`src/hdl/lir_pkg.sv`:
```
package lir_pkg;

  localparam int SAMPLE_W = 16;
  localparam int POS_W    = 16;
  localparam int COUNT_W  = 13;
  localparam int CFG_W    = 16;
  localparam int NUM_W    = POS_W + COUNT_W;
  localparam int TDATA_W  = 32;

  // configuration register indexes
  localparam logic REG_IN_FRAMES  = 1'b0;
  localparam logic REG_OUT_FRAMES = 1'b1;

  // request kinds on s_tuser
  localparam logic REQ_WRITE   = 1'b0;
  localparam logic REQ_COMPUTE = 1'b1;

  typedef logic signed [SAMPLE_W-1:0] sample_t;
  typedef logic [POS_W-1:0]           pos_t;
  typedef logic [COUNT_W-1:0]         count_t;

endpackage

```
`src/hdl/lir_div.sv`:
```
// Restoring divider, one quotient bit per cycle.
// Divides {num, FRAC_W zeros} by den; caller guarantees the quotient fits
// COUNT_W + FRAC_W bits, so the top POS_W bits of num are below den.
module lir_div #(
  parameter int FRAC_W = 16
) (
  input  logic                                clk,
  input  logic                                rst,
  input  logic                                start,
  input  logic [lir_pkg::NUM_W-1:0]           num,
  input  logic [lir_pkg::POS_W-1:0]           den,
  output logic                                done,
  output logic [lir_pkg::COUNT_W+FRAC_W-1:0]  quot
);
  import lir_pkg::*;

  localparam int Q_W   = COUNT_W + FRAC_W;
  localparam int CNT_W = $clog2(Q_W + 1);

  logic [POS_W-1:0] rem;
  logic [Q_W-1:0]   sh;
  logic [CNT_W-1:0] cnt;
  logic             busy;
  logic [POS_W:0]   trial;
  logic             ge;

  always_comb begin
    trial = {rem, sh[Q_W-1]};
    ge    = (trial >= {1'b0, den});
  end

  always_ff @(posedge clk) begin
    if (rst) begin
      busy <= 1'b0;
      done <= 1'b0;
      cnt  <= '0;
    end else begin
      done <= 1'b0;
      if (start) begin
        busy <= 1'b1;
        cnt  <= CNT_W'(Q_W);
      end else if (busy) begin
        cnt <= cnt - 1'b1;
        if (cnt == CNT_W'(1)) begin
          busy <= 1'b0;
          done <= 1'b1;
        end
      end
    end
  end

  // dividend bits shift out of the top of sh while quotient bits enter below
  always_ff @(posedge clk) begin
    if (start) begin
      rem <= num[NUM_W-1:COUNT_W];
      sh  <= {num[COUNT_W-1:0], {FRAC_W{1'b0}}};
    end else if (busy) begin
      rem <= ge ? POS_W'(trial - {1'b0, den}) : trial[POS_W-1:0];
      sh  <= {sh[Q_W-2:0], ge};
    end
  end

  assign quot = sh;

  a_rem_below_den: assert property (@(posedge clk) disable iff (rst)
    busy |-> rem < den) else $error("divider partial remainder not below divisor");

  a_start_busy: assert property (@(posedge clk) disable iff (rst)
    start |=> busy) else $error("divider did not start");

  a_done_after_busy: assert property (@(posedge clk) disable iff (rst)
    done |-> $past(busy) && !busy) else $error("divider done without a run");

endmodule

```
`config.mk`:
```
export PLATFORM = sky130hd
export DESIGN_NAME = lir_div
export DESIGN_NICKNAME = d
export VERILOG_FILES = /design/src/hdl/lir_pkg.sv /design/src/hdl/lir_div.sv
export SDC_FILE = /design/constraint.sdc
export NUM_CORES = 1
export LEC_CHECK = 0
export BUFFER_PORTS_ARGS = -buffer_cell sky130_fd_sc_hd__buf_2
export CAP_MARGIN = 25
export CORE_ASPECT_RATIO = 0.75
export CORE_MARGIN = 4
export CORE_UTILIZATION = 39
export CTS_CLUSTER_DIAMETER = 80
export CTS_CLUSTER_SIZE = 16
export DETAILED_ROUTE_END_ITERATION = 8
export GPL_ROUTABILITY_DRIVEN = 0
export SYNTH_ARGS = -nofsm -noshare
export SYNTH_HDL_FRONTEND = slang
export SYNTH_SLANG_ARGS = --single-unit
```
`constraint.sdc`:
```
create_clock -name clk -period 6.1 [get_ports clk]
set_clock_uncertainty 0.2 [all_clocks]
set_input_delay 0.61 -clock clk [delete_from_list [all_inputs] [get_ports clk]]
set_output_delay 0.61 -clock clk [all_outputs]
set_load 0.05 [all_outputs]
```
==> flow_summary.json <==
{
  "drc": 0,
  "syn_inst": 323,
  "htree_levels": 2,
  "drt.antenna.violating_nets": 0,
  "syn_area_per_cell_um2": 9.76,
  "port_buffers": 77,
  "final.min_clock_period_ps": 2900,
  "cts.sinks": 52,
  "grt_max_degree": 42,
  "hold_viol": 0,
  "synthArstFlopShare_pct": 0,
  "rows": 28,
  "tightest_slew_ps": 756,
  "clk-insertion-delay-late_ps": 320,
  "globalRoute.busiestLayer": "met1",
  "dieWidth_um": 112,
  "p_total_mw": 1.16,
  "ios": 78,
  "synth_ff_type": "edfxtp_1",
  "wl_per_cell_um": 14.5,
  "use_met1_pct": 22.3,
  "gr-total-overflow": 0,
  "fillers": 808,
  "yosysWarnings": 0,
  "root_buffer": "clkbuf_8",
  "cap_violations": 0,
  "min_to": "cnt[1]",
  "irDropWorstVdd_uv": 115,
  "hold_class": "register to register",
  "synth_edf_count": 29,
  "dieArea_um2": 9600,
  "worstSetupStartpointType": "register",
  "reg2reg_depth": 7,
  "final_nets": 461,
  "cts_tree": "yes",
  "fmax_ghz": 0.344,
  "crit_type": "register to register",
  "firstDrtPassIters": 4,
  "syn-num-nets": 390,
  "start_util_pct": 40.0,
  "synth_cell_types": 54,
  "n_antenna_cell": 0,
  "slew_headroom_pct": 49.5,
  "outcome": "finished clean",
  "end_kind": "register",
  "post_cts_resized": 0,
  "synth_seq_cells": 52,
  "fin_tns_setup_ps": 0,
  "clk_pin_slew_worst_paths_ps": 110,
  "track_usage_pct": 15.3,
  "syn_to_final_growth_pct": 17.3,
  "leakage_nw": 1.71,
  "drtIter0Drc": 102,
  "gr-usage-met2_pct": 22.3,
  "crit-reg2reg-launch": "rem[5]",
  "rsz0062_at_grt": "false",
  "clockBufferDepth": 2,
  "r2r-end": "rem[10]",
  "coreArea_um2": 7880,
  "grt_util_met3_pct": 4.87,
  "cts_inserted_buffers": 5,
  "antenna_found_initial": 0,
  "grt_first_pass_wirelength_mm": 12.0,
  "place_hpwl_mm": 5.40,
  "vias": 2544,
  "slew_violations": 0,
  "crit_fanout": 22,
  "first_global_vias": 2520,
  "p_per_area_nw_per_um2": 313,
  "via_per_inst": 5.09,
  "die_h_um": 85.9,
  "multiInputGateArea_um2": 1650,
  "synth_area_um2": 3150,
  "cts_setup_buffers": 0,
  "yosysSeqAreaShare_pct": 42.2,
  "setup_violations": 0,
  "routed_wirelength_mm": 7.26,
  "hold-path-cell-count": 2,
  "ctsHoldBuffers": 0,
  "finalCritPeriodShare_pct": 47.6,
  "worstPathRequired_ps": 5970,
  "reg2reg_slack_ps": 3200,
  "drive_above_1_share_pct": 24.6,
  "hp-start": "cnt[1]",
  "crit_arrival_ps": 2780,
  "register_area_um2": 1330
}
-- critical path: stages, from the launching register on --
cell and delay, ps:
edfxtp_1 410, ha_1 350, a21oi_2 150, o21ai_2 100
a221oi_4 410, a41o_2 600, mux2i_1 350, o21ai_1 90
-- power breakdown --
group / switching [mW] / internal (mW) / total, mW
Clock: 0.123 / 0.0821 / 0.205
Combinational: 0.287 / 0.209 / 0.496
Sequential: 0.0288 / 0.428 / 0.457
-- cells in the final DEF (no fill, tap or decap), types with 4 or more instances in the layout --
| master | count |
|---|---|
| dfxtp_1 | 23 |
| ha_1 | 18 |
| buf_2 | 77 |
| and3_1 | 4 |
| a22o_1 | 12 |
| nor2_1 | 36 |
| xor2_1 | 4 |
| nand3_1 | 5 |
| edfxtp_1 | 29 |
| nor2b_1 | 6 |
| o21ai_0 | 16 |
| a21oi_1 | 9 |
| a211oi_1 | 4 |
| mux2i_1 | 23 |
| a21o_1 | 7 |
| clkbuf_8 | 5 |
| nand2_1 | 22 |
| inv_1 | 25 |
| xnor2_1 | 9 |
| nand3b_1 | 4 |
-- Yosys cell counts, types with 4 or more instances --
cell type / count / share of area, %
nor2_1: 36 / 4.3
edfxtp_1: 29 / 28
inv_1: 25 / 3.0
dfxtp_1: 23 / 15
mux2i_1: 23 / 7.3
nand2_1: 22 / 2.6
ha_1: 18 / 7.1
o21ai_0: 16 / 2.5
a22o_1: 12 / 3.3
a21oi_1: 9 / 1.4
xnor2_1: 9 / 2.5
clkbuf_1: 8 / 0.95
a21o_1: 7 / 1.7
nor2b_1: 6 / 1.2
nand3_1: 5 / 0.79
a211oi_1: 4 / 0.95
and3_1: 4 / 0.79
nand3b_1: 4 / 0.95
xor2_1: 4 / 1.1
-- area by class of cell --
| type | count | area share (%) |
|---|---|---|
| Clock buffer | 5 | 1.86 |
| Clock inverter | 3 | 0.541 |
| Inverter | 25 | 2.54 |
| Multi-Input combinational cell | 231 | 44.7 |
| Sequential cell | 52 | 36.0 |
| Tap cell | 105 | 3.55 |
| Timing Repair Buffer | 79 | 10.8 |
-- registers in the layout (all words and copies together), names as in the netlist --
signal	flops
cnt	5
done	1
busy	1
rem	16
quot	29
-- per-stage QoR --
step | worst slack (ps) | utilization [%] | cells | instance area (µm²) | hold slack [ps]
2_1_floorplan | 3360 | - | 323 | 3150 | 268
3_3_place_gp | 2900 | 45.8 | 492 | 3610 | 286
3_5_place_dp | 2860 | 45.8 | 492 | 3610 | 308
4_1_cts | 3180 | 46.9 | 500 | 3700 | 334
5_1_grt | 3030 | 46.9 | 500 | 3700 | 354
6_report | 3200 | 46.9 | 500 | 3700 | 326
-- per-layer routing --
layer  wire length [µm]  vias to the layer above
met5                  0                        -
met4                 61                        0
met3                431                        7
met2               3060                       58
met1               3700                     1170
li1                   -                     1309
-- logic make-up (layout without fill, tap and decap cells) --
group	count (synthesis)	after routing	share of synthesized area, %
AOI/OAI and AO/OA	82	82	19.3
DFF	52	52	42.2
xor gates and xnor gates	13	13	3.61
and+or+nand+nor	93	93	14.1
adders and majority gates	19	19	7.78
buffers and inverters	40	112	5.32
muxes	24	24	7.66
-- worst max-delay path by stage --
stage	cells after the start	end	startpoint	slack [ps]
5_1_grt	7	rem[10]	rem[0]	3030
2_1_floorplan	9	rem[9]	den[1]	3360
6_report	7	rem[10]	rem[5]	3200
3_5_place_dp	9	rem[10]	den[6]	2860
4_1_cts	7	rem[10]	rem[0]	3180
3_3_place_gp	9	rem[10]	den[6]	2900
Note: power is estimated with default switching activity, not from simulation.
